`config.mk`:
```
export PLATFORM = sky130hd
export DESIGN_NAME = audio_clock_divider_search
export DESIGN_NICKNAME = d
export VERILOG_FILES = /design/src/sv/acds_pkg.sv /design/src/sv/audio_clock_divider_search.sv /design/src/sv/acds_div3.sv /design/src/sv/acds_dp.sv /design/src/sv/acds_ctrl.sv
export SDC_FILE = /design/constraint.sdc
export NUM_CORES = 1
export LEC_CHECK = 0
export BUFFER_PORTS_ARGS = -buffer_cell sky130_fd_sc_hd__buf_4
export CORE_MARGIN = 2
export CORE_UTILIZATION = 60
export DETAILED_ROUTE_END_ITERATION = 10
export GPL_TIMING_DRIVEN = 0
export PLACE_DENSITY = 0.77
export SYNTH_ARGS = -nofsm -noshare
export SYNTH_HDL_FRONTEND = slang
export SYNTH_HIERARCHICAL = 1
export SYNTH_SLANG_ARGS = --single-unit
```
`constraint.sdc`:
```
create_clock -name i_clk -period 8.4 [get_ports i_clk]
set_input_delay 0.42 -clock i_clk [delete_from_list [all_inputs] [get_ports i_clk]]
set_output_delay 0.42 -clock i_clk [all_outputs]
set_load 0.01 [all_outputs]
```
`src/sv/acds_pkg.sv`:
```
// shared types, codes and rate table for the audio clock divider search
package acds_pkg;

    localparam int FS_W     = 17;
    localparam int MCLK_W   = 26;
    localparam int DIV_W    = 29;
    localparam int ROW_W    = 4;
    localparam int SHIFT_W  = 3;

    localparam int                RECIP_W  = 32;
    localparam int                RECIP_SH = 33;
    localparam logic [RECIP_W-1:0] RECIP3  = 32'hAAAAAAAB;

    localparam int NUM_RATES = 9;
    localparam int NUM_N3    = 4;
    localparam int NUM_SHIFT = 5;

    localparam logic [ROW_W-1:0]   LAST_ROW   = ROW_W'(NUM_RATES - 1);
    localparam logic [1:0]         LAST_N3    = 2'(NUM_N3 - 1);
    localparam logic [SHIFT_W-1:0] LAST_SHIFT = SHIFT_W'(NUM_SHIFT - 1);

    localparam logic [1:0] N1_DIV1 = 2'd0;
    localparam logic [1:0] N1_DIV2 = 2'd1;
    localparam logic [1:0] N1_DIV3 = 2'd2;

    localparam logic [1:0] ST_OK      = 2'd0;
    localparam logic [1:0] ST_ZERO    = 2'd1;
    localparam logic [1:0] ST_RATE    = 2'd2;
    localparam logic [1:0] ST_NOMATCH = 2'd3;

    typedef struct packed {
        logic [FS_W-1:0]   sample_rate;
        logic [MCLK_W-1:0] master_clock;
    } t_in_item;

    typedef struct packed {
        logic [1:0] status;
        logic [1:0] rate_range;
        logic       div_max_flag;
        logic [1:0] n1_select;
        logic       mult_bypass;
        logic [1:0] mult_select;
        logic [2:0] n2_select;
        logic       clk4x_enable;
        logic       clk8x_enable;
    } t_out_item;

    typedef struct packed {
        logic [FS_W-1:0]        fs;
        logic [1:0]             range;
        logic                   maxf;
        logic [2:0][MCLK_W-1:0] clk;
    } t_row;

    typedef enum logic [2:0] {
        S_IDLE,
        S_LOOKUP,
        S_DIRECT,
        S_TRIAL,
        S_DONE
    } t_state;

    typedef struct packed {
        logic               start;
        logic [ROW_W-1:0]   row_idx;
        logic [1:0]         n1;
        logic [1:0]         n3;
        logic [SHIFT_W-1:0] shift;
        logic               take;
        logic               direct;
        logic               load_out;
        logic [1:0]         status;
    } t_cmd;

    typedef struct packed {
        logic zero_in;
        logic row_hit;
        logic shift_hit;
        logic div_done;
        logic best_valid;
        logic out_full;
    } t_stat;

    function automatic t_row rate_row(input logic [ROW_W-1:0] idx);
        t_row r;
        r = '0;
        unique case (idx)
            4'd0: r = '{17'd48000, 2'd2, 1'b1, {26'd24000000, 26'd19200000, 26'd12288000}};
            4'd1: r = '{17'd16000, 2'd1, 1'b0, {26'd8000000, 26'd6400000, 26'd4096000}};
            4'd2: r = '{17'd8000, 2'd0, 1'b0, {26'd4000000, 26'd3200000, 26'd2048000}};
            4'd3: r = '{17'd44100, 2'd2, 1'b1, {26'd22050000, 26'd17640000, 26'd11289600}};
            4'd4: r = '{17'd64000, 2'd3, 1'b0, {26'd32000000, 26'd25600000, 26'd16384000}};
            4'd5: r = '{17'd96000, 2'd3, 1'b1, {26'd48000000, 26'd38400000, 26'd24576000}};
            4'd6: r = '{17'd12000, 2'd0, 1'b1, {26'd6000000, 26'd4800000, 26'd3072000}};
            4'd7: r = '{17'd24000, 2'd1, 1'b1, {26'd12000000, 26'd9600000, 26'd6144000}};
            4'd8: r = '{17'd32000, 2'd2, 1'b0, {26'd16000000, 26'd12800000, 26'd8192000}};
            default: r = '0;
        endcase
        return r;
    endfunction

endpackage

```
`src/sv/audio_clock_divider_search.sv`:
```
// top level of the audio clock divider search
// An item is a sample rate and a master clock; one result item comes back with the chosen
// divider settings and a status. Items are taken one at a time: the block stalls its input
// from acceptance until the result is written to the output register, which can still hold
// the previous result while the next item is taken. The time from one acceptance to the
// next grows with R, the table position of the rate (1 to 9), and with S, the number of
// shift compares: up to 5 for the direct match and up to 5 for each of the twelve divider
// trials, 65 at most; a full output register that stays stalled holds the result back.
// Zero inputs and unsupported rates finish right after the lookup. The search loop checks
// one shift of one trial value per cycle, except while a divide-by-three trial waits for
// its quotient, which comes from a reciprocal multiplication whose operand and product are
// registered in turn after acceptance, long before those trials.
module audio_clock_divider_search (
    input  logic                 i_clk,
    input  logic                 i_rst_n,
    input  logic                 i_in_valid,
    output logic                 o_in_stall,
    input  acds_pkg::t_in_item   i_in_item,
    output logic                 o_out_valid,
    input  logic                 i_out_stall,
    output acds_pkg::t_out_item  o_out_item
);
    import acds_pkg::*;

    t_cmd  w_cmd;
    t_stat w_stat;

    acds_ctrl u_ctrl (
        .i_clk      (i_clk),
        .i_rst_n    (i_rst_n),
        .i_in_valid (i_in_valid),
        .o_in_stall (o_in_stall),
        .i_stat     (w_stat),
        .o_cmd      (w_cmd)
    );

    acds_dp u_dp (
        .i_clk       (i_clk),
        .i_rst_n     (i_rst_n),
        .i_in_item   (i_in_item),
        .i_cmd       (w_cmd),
        .o_stat      (w_stat),
        .o_out_valid (o_out_valid),
        .i_out_stall (i_out_stall),
        .o_out_item  (o_out_item)
    );

endmodule

```
`src/sv/acds_div3.sv`:
```
// divide by three of the master clock times eight by reciprocal multiplication
module acds_div3 (
    input  logic                        i_clk,
    input  logic                        i_rst_n,
    input  logic                        i_start,
    input  logic [acds_pkg::DIV_W-1:0]  i_dividend,
    output logic [acds_pkg::DIV_W-1:0]  o_quotient,
    output logic                        o_done
);
    import acds_pkg::*;

    logic [DIV_W-1:0]         r_x;
    logic [DIV_W-1:0]         r_q;
    logic                     r_load;
    logic                     r_busy;
    logic [DIV_W+RECIP_W-1:0] w_prod;

    assign w_prod = (DIV_W+RECIP_W)'(r_x) * (DIV_W+RECIP_W)'(RECIP3);

    always_ff @(posedge i_clk) begin
        if (!i_rst_n) begin
            r_load <= 1'b0;
            r_busy <= 1'b0;
        end else begin
            r_load <= i_start;
            r_busy <= i_start || r_load;
        end
        if (i_start) begin
            r_x <= i_dividend;
        end
        r_q <= DIV_W'(w_prod[DIV_W+RECIP_W-1:RECIP_SH]);
    end

    assign o_quotient = r_q;
    assign o_done     = !r_busy;

endmodule

```
`src/sv/acds_dp.sv`:
```
// datapath: input registers, trial value, clock compare, best match and result register
module acds_dp (
    input  logic                 i_clk,
    input  logic                 i_rst_n,
    input  acds_pkg::t_in_item   i_in_item,
    input  acds_pkg::t_cmd       i_cmd,
    output acds_pkg::t_stat      o_stat,
    output logic                 o_out_valid,
    input  logic                 i_out_stall,
    output acds_pkg::t_out_item  o_out_item
);
    import acds_pkg::*;

    logic [FS_W-1:0]    r_fs;
    logic [MCLK_W-1:0]  r_mclk;
    logic               r_best_valid;
    logic [DIV_W-1:0]   r_best_m;
    logic [1:0]         r_best_n1;
    logic [1:0]         r_best_n3;
    logic [SHIFT_W-1:0] r_best_n2;
    logic               r_direct;
    t_out_item          r_out, n_out;
    logic               r_out_valid;

    t_row               w_row;
    logic [DIV_W-1:0]   w_q3;
    logic               w_div_done;
    logic [DIV_W-1:0]   w_mclk_sh;
    logic [DIV_W-1:0]   w_m;
    logic [DIV_W-1:0]   w_v;
    logic               w_hit;
    logic               w_better;

    acds_div3 u_div3 (
        .i_clk      (i_clk),
        .i_rst_n    (i_rst_n),
        .i_start    (i_cmd.start),
        .i_dividend ({i_in_item.master_clock, 3'b000}),
        .o_quotient (w_q3),
        .o_done     (w_div_done)
    );

    always_comb begin
        w_row     = rate_row(i_cmd.row_idx);
        w_mclk_sh = DIV_W'(r_mclk) << i_cmd.n3;
        case (i_cmd.n1)
            N1_DIV1: w_m = w_mclk_sh;
            N1_DIV2: w_m = w_mclk_sh >> 1;
            default: w_m = w_q3 >> (LAST_N3 - i_cmd.n3);
        endcase
        w_v   = w_m >> i_cmd.shift;
        w_hit = (w_v == DIV_W'(w_row.clk[0])) || (w_v == DIV_W'(w_row.clk[1]))
             || (w_v == DIV_W'(w_row.clk[2]));
        w_better = !r_best_valid || (r_best_n1 < i_cmd.n1) || (w_m > r_best_m);
    end

    always_comb begin
        n_out        = '0;
        n_out.status = i_cmd.status;
        if (i_cmd.status == ST_OK) begin
            n_out.rate_range   = w_row.range;
            n_out.div_max_flag = w_row.maxf;
            n_out.n1_select    = r_best_n1;
            n_out.mult_bypass  = r_direct;
            n_out.mult_select  = r_best_n3;
            n_out.n2_select    = r_best_n2;
            n_out.clk4x_enable = r_best_n3[1];
            n_out.clk8x_enable = (r_best_n3 == LAST_N3);
        end
    end

    always_ff @(posedge i_clk) begin
        if (!i_rst_n) begin
            r_best_valid <= 1'b0;
            r_out_valid  <= 1'b0;
        end else begin
            if (i_cmd.start) begin
                r_best_valid <= 1'b0;
            end else if (i_cmd.take && w_better) begin
                r_best_valid <= 1'b1;
            end
            if (i_cmd.load_out) begin
                r_out_valid <= 1'b1;
            end else if (!i_out_stall) begin
                r_out_valid <= 1'b0;
            end
        end
        if (i_cmd.start) begin
            r_fs   <= i_in_item.sample_rate;
            r_mclk <= i_in_item.master_clock;
        end
        if (i_cmd.take && w_better) begin
            r_best_m  <= w_m;
            r_best_n1 <= i_cmd.n1;
            r_best_n3 <= i_cmd.n3;
            r_best_n2 <= i_cmd.shift;
            r_direct  <= i_cmd.direct;
        end
        if (i_cmd.load_out) begin
            r_out <= n_out;
        end
    end

    assign o_stat.zero_in    = (r_fs == '0) || (r_mclk == '0);
    assign o_stat.row_hit    = (r_fs == w_row.fs);
    assign o_stat.shift_hit  = w_hit;
    assign o_stat.div_done   = w_div_done;
    assign o_stat.best_valid = r_best_valid;
    assign o_stat.out_full   = r_out_valid && i_out_stall;
    assign o_out_valid       = r_out_valid;
    assign o_out_item        = r_out;

endmodule

```
`src/sv/acds_ctrl.sv`:
```
// controller: sequences row lookup, direct match and divider trials
module acds_ctrl (
    input  logic             i_clk,
    input  logic             i_rst_n,
    input  logic             i_in_valid,
    output logic             o_in_stall,
    input  acds_pkg::t_stat  i_stat,
    output acds_pkg::t_cmd   o_cmd
);
    import acds_pkg::*;

    t_state             r_state, n_state;
    logic [ROW_W-1:0]   r_row, n_row;
    logic [1:0]         r_n1, n_n1;
    logic [1:0]         r_n3, n_n3;
    logic [SHIFT_W-1:0] r_shift, n_shift;
    logic [1:0]         r_code, n_code;

    always_ff @(posedge i_clk) begin
        if (!i_rst_n) begin
            r_state <= S_IDLE;
            r_row   <= '0;
            r_n1    <= '0;
            r_n3    <= '0;
            r_shift <= '0;
            r_code  <= ST_OK;
        end else begin
            r_state <= n_state;
            r_row   <= n_row;
            r_n1    <= n_n1;
            r_n3    <= n_n3;
            r_shift <= n_shift;
            r_code  <= n_code;
        end
    end

    always_comb begin
        n_state        = r_state;
        n_row          = r_row;
        n_n1           = r_n1;
        n_n3           = r_n3;
        n_shift        = r_shift;
        n_code         = r_code;
        o_in_stall     = 1'b1;
        o_cmd          = '0;
        o_cmd.row_idx  = r_row;
        o_cmd.n1       = r_n1;
        o_cmd.n3       = r_n3;
        o_cmd.shift    = r_shift;
        o_cmd.status   = r_code;
        unique case (r_state)
            S_IDLE: begin
                o_in_stall = 1'b0;
                if (i_in_valid) begin
                    o_cmd.start = 1'b1;
                    n_row       = '0;
                    n_state     = S_LOOKUP;
                end
            end
            S_LOOKUP: begin
                if (i_stat.zero_in) begin
                    n_code  = ST_ZERO;
                    n_state = S_DONE;
                end else if (i_stat.row_hit) begin
                    n_code  = ST_OK;
                    n_n1    = N1_DIV1;
                    n_n3    = '0;
                    n_shift = '0;
                    n_state = S_DIRECT;
                end else if (r_row == LAST_ROW) begin
                    n_code  = ST_RATE;
                    n_state = S_DONE;
                end else begin
                    n_row = r_row + ROW_W'(1);
                end
            end
            S_DIRECT: begin
                o_cmd.direct = 1'b1;
                if (i_stat.shift_hit) begin
                    o_cmd.take = 1'b1;
                    n_state    = S_DONE;
                end else if (r_shift == LAST_SHIFT) begin
                    n_shift = '0;
                    n_state = S_TRIAL;
                end else begin
                    n_shift = r_shift + SHIFT_W'(1);
                end
            end
            S_TRIAL: begin
                if (r_n1 != N1_DIV3 || i_stat.div_done) begin
                    o_cmd.take = i_stat.shift_hit;
                    if (i_stat.shift_hit || r_shift == LAST_SHIFT) begin
                        n_shift = '0;
                        if (r_n3 == LAST_N3) begin
                            n_n3 = '0;
                            if (r_n1 == N1_DIV3) begin
                                n_state = S_DONE;
                            end else begin
                                n_n1 = r_n1 + 2'd1;
                            end
                        end else begin
                            n_n3 = r_n3 + 2'd1;
                        end
                    end else begin
                        n_shift = r_shift + SHIFT_W'(1);
                    end
                end
            end
            S_DONE: begin
                o_cmd.status = (r_code == ST_OK && !i_stat.best_valid) ? ST_NOMATCH : r_code;
                if (!i_stat.out_full) begin
                    o_cmd.load_out = 1'b1;
                    n_state        = S_IDLE;
                end
            end
            default: begin
                n_state = S_IDLE;
            end
        endcase
    end

    a_row_bound: assert property (@(posedge i_clk) disable iff (!i_rst_n)
        (r_state == S_LOOKUP) |-> (r_row <= LAST_ROW))
        else $error("row index beyond table");

    a_shift_bound: assert property (@(posedge i_clk) disable iff (!i_rst_n)
        (r_state == S_DIRECT || r_state == S_TRIAL) |-> (r_shift <= LAST_SHIFT))
        else $error("shift index out of range");

    a_n1_bound: assert property (@(posedge i_clk) disable iff (!i_rst_n)
        (r_state == S_TRIAL) |-> (r_n1 <= N1_DIV3))
        else $error("n1 index out of range");

    a_div_ready: assert property (@(posedge i_clk) disable iff (!i_rst_n)
        (r_state == S_TRIAL && r_n1 == N1_DIV3 && o_cmd.take) |-> i_stat.div_done)
        else $error("divide by three trial used before quotient ready");

    a_done_leaves: assert property (@(posedge i_clk) disable iff (!i_rst_n)
        (r_state == S_DONE && !i_stat.out_full) |=> (r_state == S_IDLE))
        else $error("result not loaded when output register free");

endmodule
```
Word-level counts from Yosys, hierarchy flattened
Memories as Yosys holds them, arrays and structs flattened. A register that Yosys moved wholly into a read port is not among the register bits.
Index checks and enable logic that the tools add are counted.
- flip-flop bits (word level): 143
- ROM bits: 1088
- logic and storage cells: 153
- memories: 1
- add/subtract/negate cells: 5
- multiply operators: 1
- order comparisons: 2
- equal/unequal tests: 30
- shift-type cells: 3
- multiplexer cells: 53
- bitwise logic cells: 1
- reduce and logical (&&, ||, !) cells: 30
- memory list (name ; depth ; bits a word ; rd ports ; clocked after Yosys merged registers in ; wr ports ; RTL line ; source):
    (no name shown) ; 16 ; 68 ; 1 ; 1 ; 0 ; acds_pkg.sv:87 ; unique case (idx)
- operators with widths (operator ; number):
    29-bit by 26-bit == test with 1-bit output ; 3
    26-bit by 32-bit multiplier with 58-bit output, second input constant ; 1
    29-bit one-hot mux with 2 select lines ; 1
    3-bit two-way mux ; 18
    29-bit > comparator ; 1
    26-bit by 2-bit left shift with 29-bit output ; 1
    28-bit by 2-bit right shift with 29-bit output ; 1
    29-bit by 3-bit right shift with 29-bit output ; 1
    26-bit logical NOT ; 1
    2-bit two-way mux ; 13
    4-bit two-way mux ; 6
    17-bit == test ; 1
    17-bit logical NOT ; 1
    2-bit inequality test, second input constant ; 8
    3-bit one-hot mux with 5 select lines ; 1
    5-bit AND reduction ; 3
    2-bit by 1-bit inequality test with 1-bit output, second input constant ; 6
    1-bit two-way mux ; 9
    3-bit one-hot mux with 3 select lines ; 1
    1-bit logical OR ; 8
    2-bit one-hot mux with 2 select lines ; 2
    4-bit one-hot mux with 2 select lines ; 1
    8-bit AND reduction ; 1
    7-bit AND reduction ; 1
    23 further kinds ; 35

Logic depth before layout (Yosys ltp)
Gate-level depths: netlist of the first run.
- word-level depth: 11
- mapped depth: 26

Hierarchy
The synthesis of the first run kept the hierarchy.
- by module, submodules not included (module ; instances ; cells an instance ; area each (µm²) ; sequential area each (µm²)):
    acds_div3 ; 1 ; 1183 ; 12444.4 ; 1471.4
    acds_dp ; 1 ; 814 ; 8087.8 ; 2862.7
    acds_ctrl ; 1 ; 128 ; 1048.5 ; 320.3

Least setup slack after synthesis of the first run
Ideal clock, no wire load.
- path type: register to register
- start point: register u_dp.u_div3.r_x[7]
- end point: register u_dp.u_div3.r_q[9], in the netlist u_dp/u_div3/o_quotient[9]
- library setup time: 127 ps
- data arrival time: 6734 ps
- data required time: 8273 ps
- slack: 1540 ps
- cell stages (with the launch flop): 25
- period minus slack after synthesis: 6860 ps
- cell sequence: edfxtp_1 -> ha_1 -> inv_1 -> fa_1 -> inv_1 -> fa_1 -> inv_1 -> fa_1 -> inv_1 -> fa_1 -> inv_1 -> fa_1 -> inv_1 -> fa_1 -> fa_1 -> ha_1 -> a21o_1 -> a21o_1 -> a41oi_1 -> inv_1 -> a21oi_1 -> o41ai_2 -> a311oi_2 -> o21ai_0 -> xor2_1
- longest elaborated chain between the ends: 1
- RTL lines (element ; RTL line ; source):
    from (decl) ; acds_div3.sv:12 ; logic [DIV_W-1:0] r_x;
    from (signal assigned) ; acds_div3.sv:29 ; r_x <= i_dividend;
    26-bit by 32-bit multiplier with 58-bit output ; acds_div3.sv:18 ; assign w_prod = (DIV_W+RECIP_W)'(r_x) * (DIV_W+RECIP_W)'(RECIP3);
    named net u_dp.u_div3.w_prod[42] ; acds_div3.sv:16 ; logic [DIV_W+RECIP_W-1:0] w_prod;
    to (signal assigned) ; acds_div3.sv:31 ; r_q <= DIV_W'(w_prod[DIV_W+RECIP_W-1:RECIP_SH]);
    to (decl) ; acds_div3.sv:13 ; logic [DIV_W-1:0] r_q;
The timed path passes the listed nets, and every way through them passes these cells.
A chain may end at the register's enable or synchronous reset.

Worst setup path in the final report of the first run
- start point: register u_dp.u_div3.r_x[5]
- end point: register u_dp.u_div3.r_q[9], in the netlist u_dp/u_div3/o_quotient[9]
Same word-level chain as after synthesis.

==> metrics.md, run 1 <==
| Metric | Value |
|---|---|
| Vias after detailed routing | `16500` |
| Iter 0 DRT Violations | `1200` |
| Top cell type's share of synthesized area | `0.192` |
| IO Port Bufs | `63` |
| Die Outline Area | `37500 um2` |
| Top cell type by total area after synthesis | `fa_1` |
| Placement row count | `69` |
| Ant diodes | `0` |
| Die width | `194 um` |
| GRT overflow | `0` |
| Global-route wire length before repair | `91500 um` |
| Layout cells sized above 1 | `0.0876` |
| Outcome | `finished clean` |
| Mean instance size in the synthesized netlist | `10.2 um2` |
| Number of routed nets with antenna violations | `0` |
| Count of max-cap constraint violations | `0` |
| Fillers | `2816` |
| Placed insts | `2653` |
| Root cell of the clock tree | `clkbuf_16` |
| Final weighted congestion in routability-driven placement | `0.997` |
| CP cell instances | `ha_1 > inv_1 > fa_1 > inv_1 > fa_1 > inv_1 > fa_1 > inv_1 > fa_1 > fa_1 > fa_1 > fa_1 > ha_1 > a21oi_1 > o21ai_0 > a41oi_1 > inv_1 > a21oi_1 > o41ai_2 > a311oi_2 > o21ai_0 > xor2_1` |
| Number of antenna violations at the first check in global routing | `0` |
| Vertical die dimension | `194 um` |
| Top-count cell post-synth | `inv_1` |
| Critical path class | `reg -> reg` |
| Period minus WS final | `8.03 ns` |
| Clock tree from TritonCTS | `built` |
| Length of the first detailed-routing pass in iterations | `9` |
| Post-cts sizing count | `0` |
| GRT Resource Usage Total | `0.309` |
| Layout Utilization | `0.656` |
| Non-filler instance count after layout | `2686` |
| CP max stage delay | `0.79 ns` |
| Post-CTS Repair Setup Buffers | `0` |
| Half-perimeter wire length after placement | `46500 um` |
| Final WL | `56200 um` |
| Final-report setup violation count | `0` |
| Count of different cell masters after synthesis | `98` |
| FF+latch area | `4650 um2` |
| Sum of negative setup slack | `0 ns` |
| Post-CTS clock slew at the launch and capture registers of the worst setup and hold paths | `0.08 ns` |
| CP endpoint kind | `flip-flop` |
| Final net count | `2795` |
| Largest cells by area after synthesis | `fa_1 19%, ha_1 19%, edfxtp_1 17%` |
| Num Clock Sinks | `171` |
| Setup repair after global routing missed its margin | `no` |
| Commonest cells in the synthesized netlist | `361 x inv_1, 329 x ha_1, 207 x fa_1, 123 x edfxtp_1, 90 x nand2_1` |
| Slowest library cell on the worst path | `fa_1` |
| Final Skew | `0.0177 ns` |
| Share of the yosys chip area belonging to registers | `0.216` |
| Post-cts hold buffer count | `0` |
| Cell count after synthesis | `2125` |
| Multi-input gate area | `15200 um2` |
| Clock Path Buffers | `2` |
| Sort of element at the start of the critical path | `flip-flop` |
| Worst max-slew margin expressed relative to the limit | `0.188` |
| Area overhead of the layout relative to synthesis | `7.83%` |
| Endpoints failing hold | `0` |
| Final Cycle Share | `0.956` |
| Count of unresolved DRC violations after routing | `0` |
| Post-synth ARST share | `0` |
| Most common flop cell mapped by yosys | `edfxtp_1` |
| Number of storage elements in the synthesis netlist | `171` |
| H-tree level count | `4` |
| Critical Path Most Common Cell | `fa_1` |
| TritonCTS Buffers | `17` |
| Largest net degree at the start of global routing | `73` |
| Ratio of routed vias to standard cells | `6.13` |
| Mapped Area | `21600 um2` |
| Yosys warning total | `6` |
| Crit-path max FO | `5` |
| Number of enable-type register cells in the synthesized netlist | `123` |
| Routed WL per cell | `20.9 um` |
| Worst Path Required | `8.71 ns` |
| Final count of pins violating max slew | `0` |
| I/O pins | `64` |
| Worst min-delay path category | `in -> reg` |
| WP data arrival | `8.33 ns` |
| Worst skew pair latency | `0.45 ns` |
| Worst-Margin Slew | `1.21 ns` |
| Via count of the first global-routing pass | `17200` |
| FMAX | `125 MHz` |
| Initial core utilization | `0.608` |
| Core Region | `35500 um2` |
-- cells by family after synthesis --
kind of cell | count (synthesis) | share of synthesized area
flops | 171 | 0.216
compound gates | 387 | 0.120
other cells | 2 | 0.000348
mux | 105 | 0.0654
fa+ha+maj | 537 | 0.383
buf+inv | 432 | 0.0797
xor+xnor | 93 | 0.0381
simple gates | 398 | 0.0972
-- registers in the layout (all words and copies together), names as in the netlist --
register                cells
u_dp/r_best_m              29
u_dp/u_div3/r_x            29
u_dp/u_div3/o_quotient     28
u_dp/r_mclk                26
u_dp/r_fs                  17
u_dp/o_out_item            14
u_ctrl/r_row                4
u_ctrl/r_shift              3
u_ctrl/r_state              3
u_dp/r_best_n2              3
u_ctrl/r_code               2
u_ctrl/r_n1                 2
u_ctrl/r_n3                 2
u_dp/r_best_n1              2
u_dp/r_best_n3              2
u_dp/o_out_valid            1
u_dp/r_best_valid           1
u_dp/r_direct               1
u_dp/u_div3/r_busy          1
u_dp/u_div3/r_load          1
-- critical path: cells and delay by family, from the launching register on --
family	cells	cell delay (ns)
AO/OA/AOI/OAI	7	1.99
flip-flops	1	0.48
adder cells (fa/ha/maj)	9	4.63
XOR/XNOR	1	0.18
buffers and inverters	5	0.58
-- final timing paths --
check / startpoint / to / slack, ns / cells after the start
worst max-delay path: u_dp/u_div3/r_x[5]$_DFFE_PP_ / u_dp/u_div3/o_quotient[9]$_DFF_P_ / 0.37 / 22
worst min-delay path: i_in_item[37] / u_dp/r_fs[11]$_DFFE_PP_ / 0.14 / 1
worst max register to register: u_dp/u_div3/r_x[5]$_DFFE_PP_ / u_dp/u_div3/o_quotient[9]$_DFF_P_ / 0.37 / 22
worst min register to register: u_dp/u_div3/r_load$_SDFF_PN0_ / u_dp/u_div3/r_busy$_SDFF_PN0_ / 0.46 / 1
-- metrics by stage --
stage / instance area [um2] / hold slack [ns] / setup slack, ns
floorplan: 21600 / 0.418 / 1.54
global placement: 22600 / 0.433 / 0.433
detailed placement: 22700 / 0.433 / 0.388
CTS: 23200 / 0.130 / 0.299
global route: 23300 / 0.129 / 0.0228
finish: 23300 / 0.144 / 0.372
-- metal layers --
metal	vias to the layer above	routed length, um	track usage
li1	7626	-	-
met4	0	2580	0.133
met5	-	0	0
met3	161	3250	0.0337
met2	671	27400	0.529
met1	8000	23000	0.398
-- area by class of cell --
| cell class | instances | share of cell area |
|---|---|---|
| Buffer | 67 | 0.0151 |
| Sequential cell | 171 | 0.200 |
| Tap cell | 461 | 0.0248 |
| Clock inverter | 14 | 0.00554 |
| Clock buffer | 18 | 0.0184 |
| Multi-Input combinational cell | 1524 | 0.654 |
| Timing Repair Buffer | 66 | 0.0228 |
| Inverter | 365 | 0.0590 |
-- cells in the final DEF, fill, tap and decap left out, types with 48 or more instances in the layout --
cell / Yosys / routed
ha_1: 329 / 329
nand2_1: 90 / 90
mux2i_1: 69 / 69
edfxtp_1: 123 / 123
inv_1: 361 / 360
a21oi_1: 89 / 89
buf_4: 11 / 74
xnor2_1: 54 / 53
dfxtp_1: 48 / 48
nor2_1: 69 / 68
fa_1: 207 / 206
o21ai_0: 61 / 61
Power of run 1 is left out: the tool's default activity adds up to more than one toggle a clock period on the data nets, which glitch-free logic cannot reach.
==> run 2: changes to the inputs <==
- GPL_TIMING_DRIVEN: 0 -> not set
==> metrics.md, run 2 (same netlist as run 1, synthesis figures left out) <==
| Metric | Value |
|---|---|
| Outcome | `finished clean` |
| Area overhead of the layout relative to synthesis | `6.55%` |
| Final weighted congestion in routability-driven placement | `0.981 (-1.6%)` |
| WP data arrival | `8.10 ns (-0.23 ns)` |
| Worst path top cell family by delay | `adder cells` |
| Cell count of the worst reg-to-reg path | `23 (+4.5%)` |
| Placement row count | `69 (unchanged)` |
| Vertical die dimension | `194 um (unchanged)` |
| Global-route wire length before repair | `89900 um (-1.8%)` |
| Count of unresolved DRC violations after routing | `0 (unchanged)` |
| IO Port Bufs | `63 (unchanged)` |
| Critical path origin | `u_dp/u_div3/r_x[25]$_DFFE_PP_` |
| Endpoints failing hold | `0 (unchanged)` |
| I/O pins | `64 (unchanged)` |
| H-tree level count | `4 (unchanged)` |
| Post-CTS Repair Setup Buffers | `0 (unchanged)` |
| GRT overflow | `0 (unchanged)` |
| R2R Path End | `u_dp/u_div3/o_quotient[27]$_DFF_P_` |
| Slowest library cell on the worst path | `fa_1` |
| Least setup slack across all paths after layout | `0.658 ns (+0.285 ns)` |
| Iter 0 DRT Violations | `1386 (+16%)` |
| Worst skew pair latency | `0.44 ns (about the same)` |
| Sort of element at the start of the critical path | `flip-flop` |
| Layout cells sized above 1 | `0.0821 (-0.00557)` |
| Half-perimeter wire length after placement | `46100 um (-0.90%)` |
| R2R Path Start | `u_dp/u_div3/r_x[25]$_DFFE_PP_` |
| Fillers | `2869 (+1.9%)` |
| Path length in cells of the critical path | `23 (+4.5%)` |
| Die width | `194 um (unchanged)` |
| Number of routed nets with antenna violations | `0 (unchanged)` |
| Critical path class | `reg -> reg` |
| Ratio of routed vias to standard cells | `6.14 (+0.13%)` |
| Worst max-slew margin expressed relative to the limit | `0.285 (+0.0974)` |
| Length of the first detailed-routing pass in iterations | `6 (-3)` |
| Vias after detailed routing | `16100 (-2.0%)` |
| TritonCTS Buffers | `17 (unchanged)` |
| Routed WL per cell | `21.1 um (+0.76%)` |
| Crit-path max FO | `7 (+2)` |
| Num Clock Sinks | `171 (unchanged)` |
| Most common cell after layout, fill and taps aside | `inv_1` |
| Commonest cells after routing, fill and taps aside | `360 x inv_1, 329 x ha_1, 207 x fa_1` |
| Setup slack of the most critical reg-to-reg path | `0.66 ns (+0.29 ns)` |
| Via count of the first global-routing pass | `16500 (-4.0%)` |
| Number of antenna violations at the first check in global routing | `1 (+1)` |
| Final net count | `2739 (-2.0%)` |
| Initial core utilization | `0.608 (unchanged)` |
| Post-cts hold buffer count | `0 (unchanged)` |
| Final Cycle Share | `0.922 (-0.0340)` |
| Largest net degree at the start of global routing | `67 (-8.2%)` |
| Worst min-delay path category | `in -> reg` |
| Count of buffer and inverter cells on the critical path | `4 (-1)` |
| Clock tree from TritonCTS | `built` |
| Worst Path Required | `8.76 ns (+0.05 ns)` |
| Period minus WS final | `7.74 ns (-0.285 ns)` |
| Post-cts sizing count | `0 (unchanged)` |
| FMAX | `129 MHz (+3.7%)` |
| Core Region | `35500 um2 (unchanged)` |
| Final WL | `55500 um (-1.3%)` |
| Count of max-cap constraint violations | `0 (unchanged)` |
| Critical Path Most Common Cell | `fa_1` |
| Root cell of the clock tree | `clkbuf_16` |
| Launch instance of the worst min-delay path | `i_in_item[38]` |
| Clock Path Buffers | `2 (unchanged)` |
| Ant diodes | `0 (unchanged)` |
| Post-CTS clock slew at the launch and capture registers of the worst setup and hold paths | `0.08 ns (about the same)` |
| CP endpoint kind | `flip-flop` |
| CP max stage delay | `0.83 ns (+0.04 ns)` |
| Die Outline Area | `37500 um2 (unchanged)` |
| Final Skew | `0.0166 ns (-0.00114 ns)` |
| Final count of pins violating max slew | `0 (unchanged)` |
| GRT Resource Usage Total | `0.303 (-0.00513)` |
| Setup repair after global routing missed its margin | `no` |
| Capturing element of the worst setup path | `u_dp/u_div3/o_quotient[27]$_DFF_P_` |
| Sum of negative setup slack | `0 ns (unchanged)` |
| Worst-Margin Slew | `1.06 ns (-0.145 ns)` |
| Final-report setup violation count | `0 (unchanged)` |
| CP cell instances | `ha_1 > inv_1 > fa_1 > fa_1 > inv_1 > fa_1 > inv_1 > fa_1 > xor2_1 > xnor2_1 > fa_1 > inv_1 > ha_1 > ha_1 > a211oi_1 > o21ai_0 > o22ai_1 > nand3_1 > o21a_1 > o21ai_1 > a21oi_1 > or2_2 > o211ai_1` |
| Minimum setup slack after placement | `0.692 ns (+0.304 ns)` |
==> run 2: worst min-delay path by stage <==
stage               depth (start not counted)                       endpoint  slack (ns)
finish                                      1        u_dp/r_fs[12]$_DFFE_PP_        0.15
global route                                1         u_dp/r_fs[8]$_DFFE_PP_        0.14
CTS                                         1         u_dp/r_fs[3]$_DFFE_PP_        0.13
detailed placement                          1  u_dp/u_div3/r_busy$_SDFF_PN0_        0.43
global placement                            1  u_dp/u_div3/r_busy$_SDFF_PN0_        0.42
floorplan                                   1  u_dp/u_div3/r_busy$_SDFF_PN0_        0.42
==> run 2: worst reg2reg max path, stage by stage (launching register included) <==
cell      delay [ns]
edfxtp_1        0.47
ha_1            0.34
inv_1           0.08
fa_1            0.50
fa_1            0.76
inv_1           0.13
fa_1            0.83
inv_1           0.13
fa_1            0.63
xor2_1          0.25
xnor2_1         0.14
fa_1            0.54
inv_1           0.04
ha_1            0.28
ha_1            0.41
a211oi_1        0.24
o21ai_0         0.12
o22ai_1         0.26
nand3_1         0.14
o21a_1          0.29
o21ai_1         0.37
a21oi_1         0.16
or2_2           0.35
o211ai_1        0.18
==> run 2: area by class of cell <==
class,instances,area [um2],share of cell area
inverters,365,1370,0.0596
repair buffers,77,578,0.0251
well taps,461,577,0.0251
clock inverters,15,171,0.00745
flip-flops and latches,171,4660,0.203
clock buffers,17,425,0.0185
multi-input cells,1524,15200,0.662
==> run 2: stage by stage <==
step | hold WS [ns] | cell area [um2] | instances | utilization
2_1_floorplan | 0.418 | 21600 | 2127 | -
3_3_place_gp | 0.421 | 22400 | 2598 | 0.631
6_report | 0.146 | 23000 | 2630 | 0.648
4_1_cts | 0.129 | 23000 | 2630 | 0.648
3_5_place_dp | 0.433 | 22400 | 2598 | 0.631
5_1_grt | 0.135 | 23000 | 2630 | 0.648
==> run 2: routing by layer <==
metal / share of wire / global-route usage / vias to the layer above
met5: 0 / 0 / -
met4: 0.033 / 0.101 / 0
met3: 0.042 / 0.0230 / 105
met2: 0.50 / 0.531 / 588
met1: 0.42 / 0.400 / 7927
li1: - / - / 7516
Power of run 2 is left out for the same reason.
==> run 3: changes to the inputs <==
- CTS_CLUSTER_DIAMETER: not set -> 100
- MAX_ROUTING_LAYER: not set -> met4
==> metrics.md, run 3 (same netlist as run 1, synthesis figures left out) <==
| Metric | Value |
|---|---|
| Met2 WL | `27400 um (-1.3%)` |
| Final count of pins violating max slew | `0 (unchanged)` |
| Commonest cells after routing, fill and taps aside | `360 x inv_1, 329 x ha_1, 207 x fa_1` |
| Sum of negative setup slack | `0 ns (unchanged)` |
| Detailed-route wire length on metal 1 | `23500 um (about the same)` |
| Number of routed nets with antenna violations | `0 (unchanged)` |
| Worst-Margin Slew | `1.05 ns (-0.0144 ns)` |
| Final weighted congestion in routability-driven placement | `1.02 (+4.2%)` |
| GRT Resource Usage Total | `0.313 (+0.00913)` |
| Final WL | `55500 um (+0.14%)` |
| Post-cts sizing count | `0 (unchanged)` |
| Die Outline Area | `37500 um2 (unchanged)` |
| Final net count | `2742 (+0.11%)` |
| Worst max-slew margin expressed relative to the limit | `0.295 (+0.00967)` |
| Ant diodes | `0 (unchanged)` |
| Clock tree from TritonCTS | `built` |
| GRT overflow | `0 (unchanged)` |
| WP data arrival | `8.06 ns (-0.04 ns)` |
| Largest net degree at the start of global routing | `73 (+9.0%)` |
| TritonCTS Buffers | `17 (unchanged)` |
| Half-perimeter wire length after placement | `45800 um (-0.75%)` |
| Iter 0 DRT Violations | `1374 (-0.87%)` |
| Final-report setup violation count | `0 (unchanged)` |
| Worst Path Required | `8.73 ns (-0.03 ns)` |
| Endpoints failing hold | `0 (unchanged)` |
| Critical path class | `reg -> reg` |
| H-tree level count | `4 (unchanged)` |
| Via count of the first global-routing pass | `16500 (-0.10%)` |
| IO Port Bufs | `63 (unchanged)` |
| Period minus WS final | `7.74 ns (-0.00621 ns)` |
| CP endpoint kind | `flip-flop` |
| Post-cts hold buffer count | `0 (unchanged)` |
| Count of max-cap constraint violations | `0 (unchanged)` |
| Placement row count | `69 (unchanged)` |
| Initial core utilization | `0.608 (unchanged)` |
| Final Cycle Share | `0.921 (about the same)` |
| FMAX | `129 MHz (about the same)` |
| Routed WL per cell | `21.1 um (about the same)` |
| Num Clock Sinks | `171 (unchanged)` |
| Fillers | `2837 (-1.1%)` |
| Clock Path Buffers | `2 (unchanged)` |
| Sort of element at the start of the critical path | `flip-flop` |
| Crit-path max FO | `5 (-2)` |
| Worst skew pair latency | `0.45 ns (about the same)` |
| Vertical die dimension | `194 um (unchanged)` |
| Count of unresolved DRC violations after routing | `0 (unchanged)` |
| Global-route wire length before repair | `89800 um (about the same)` |
| Post-CTS clock slew at the launch and capture registers of the worst setup and hold paths | `0.08 ns (about the same)` |
| Final Skew | `0.0150 ns (-0.00159 ns)` |
| FF+latch area | `4660 um2 (unchanged)` |
| Most common cell after layout, fill and taps aside | `inv_1` |
| Vias after detailed routing | `16000 (-0.80%)` |
| Layout cells sized above 1 | `0.0833 (+0.00127)` |
| Max Used Layer | `met4` |
| Worst min-delay path category | `in -> reg` |
| Length of the first detailed-routing pass in iterations | `5 (-1)` |
| Outcome | `finished clean` |
| Number of antenna violations at the first check in global routing | `1 (unchanged)` |
| Area overhead of the layout relative to synthesis | `6.54% (about the same)` |
| Post-CTS Repair Setup Buffers | `0 (unchanged)` |
| Die width | `194 um (unchanged)` |
| Root cell of the clock tree | `clkbuf_16` |
| Core Region | `35500 um2 (unchanged)` |
| Multi-input gate area | `15200 um2 (unchanged)` |
| I/O pins | `64 (unchanged)` |
| Met3 routed WL | `2660 um (+14%)` |
| Setup repair after global routing missed its margin | `no` |
| Ratio of routed vias to standard cells | `6.08 (-0.91%)` |
## run 3: changes by cell type in the layout (fill, tap and decap cells not counted), sizes merged
cell and change:
buf +3, bufinv -1, clkinv +2, clkinvlp +1
inv -2
## run 3: layout make-up
class | count | share of cell area
clock buffer | 17 | 0.0185
inverter | 365 | 0.0596
tap | 461 | 0.0251
clock inverter | 15 | 0.00642
multi-input combinational | 1524 | 0.662
timing repair buffer | 80 | 0.0261
sequential | 171 | 0.203
## run 3: critical path, stage by stage, from the launching register on
cell      delay [ns]
edfxtp_1        0.46
ha_1            0.34
inv_1           0.08
fa_1            0.48
inv_1           0.16
fa_1            0.73
inv_1           0.10
fa_1            0.43
inv_1           0.13
ha_1            0.26
xnor2_1         0.44
fa_1            0.53
fa_1            0.58
fa_1            0.43
ha_1            0.35
a21oi_1         0.24
o21ai_0         0.13
a41oi_1         0.40
inv_1           0.07
a21oi_1         0.18
o41ai_2         0.12
a311oi_2        0.58
o21ai_0         0.22
xor2_1          0.18
## run 3: path summary, 6_finish.rpt
path	start	to	slack, ns	cells past startpoint
worst min register to register	u_dp/u_div3/r_load$_SDFF_PN0_	u_dp/u_div3/r_busy$_SDFF_PN0_	0.45	1
worst max register to register	u_dp/u_div3/r_x[7]$_DFFE_PP_	u_dp/u_div3/o_quotient[9]$_DFF_P_	0.66	23
worst max-delay path	u_dp/u_div3/r_x[7]$_DFFE_PP_	u_dp/u_div3/o_quotient[9]$_DFF_P_	0.66	23
worst min-delay path	i_in_item[35]	u_dp/r_fs[9]$_DFFE_PP_	0.14	1
## run 3: per-layer routing
| layer | up-vias | track usage |
|---|---|---|
| met5 | - | - |
| met4 | 0 | 0.110 |
| met3 | 113 | 0.0250 |
| met2 | 550 | 0.523 |
| met1 | 7827 | 0.402 |
| li1 | 7517 | - |
## run 3: metrics by stage
stage	instances	area [um2]	setup WS, ns	hold WS (ns)	utilization
6_report	2633	23000	0.664	0.144	0.648
5_1_grt	2633	23000	0.217	0.131	0.648
4_1_cts	2633	23000	0.663	0.123	0.648
3_5_place_dp	2601	22400	0.727	0.424	0.632
3_3_place_gp	2601	22400	0.887	0.420	0.632
2_1_floorplan	2127	21600	1.54	0.418	-
Power of run 3 is left out for the same reason.
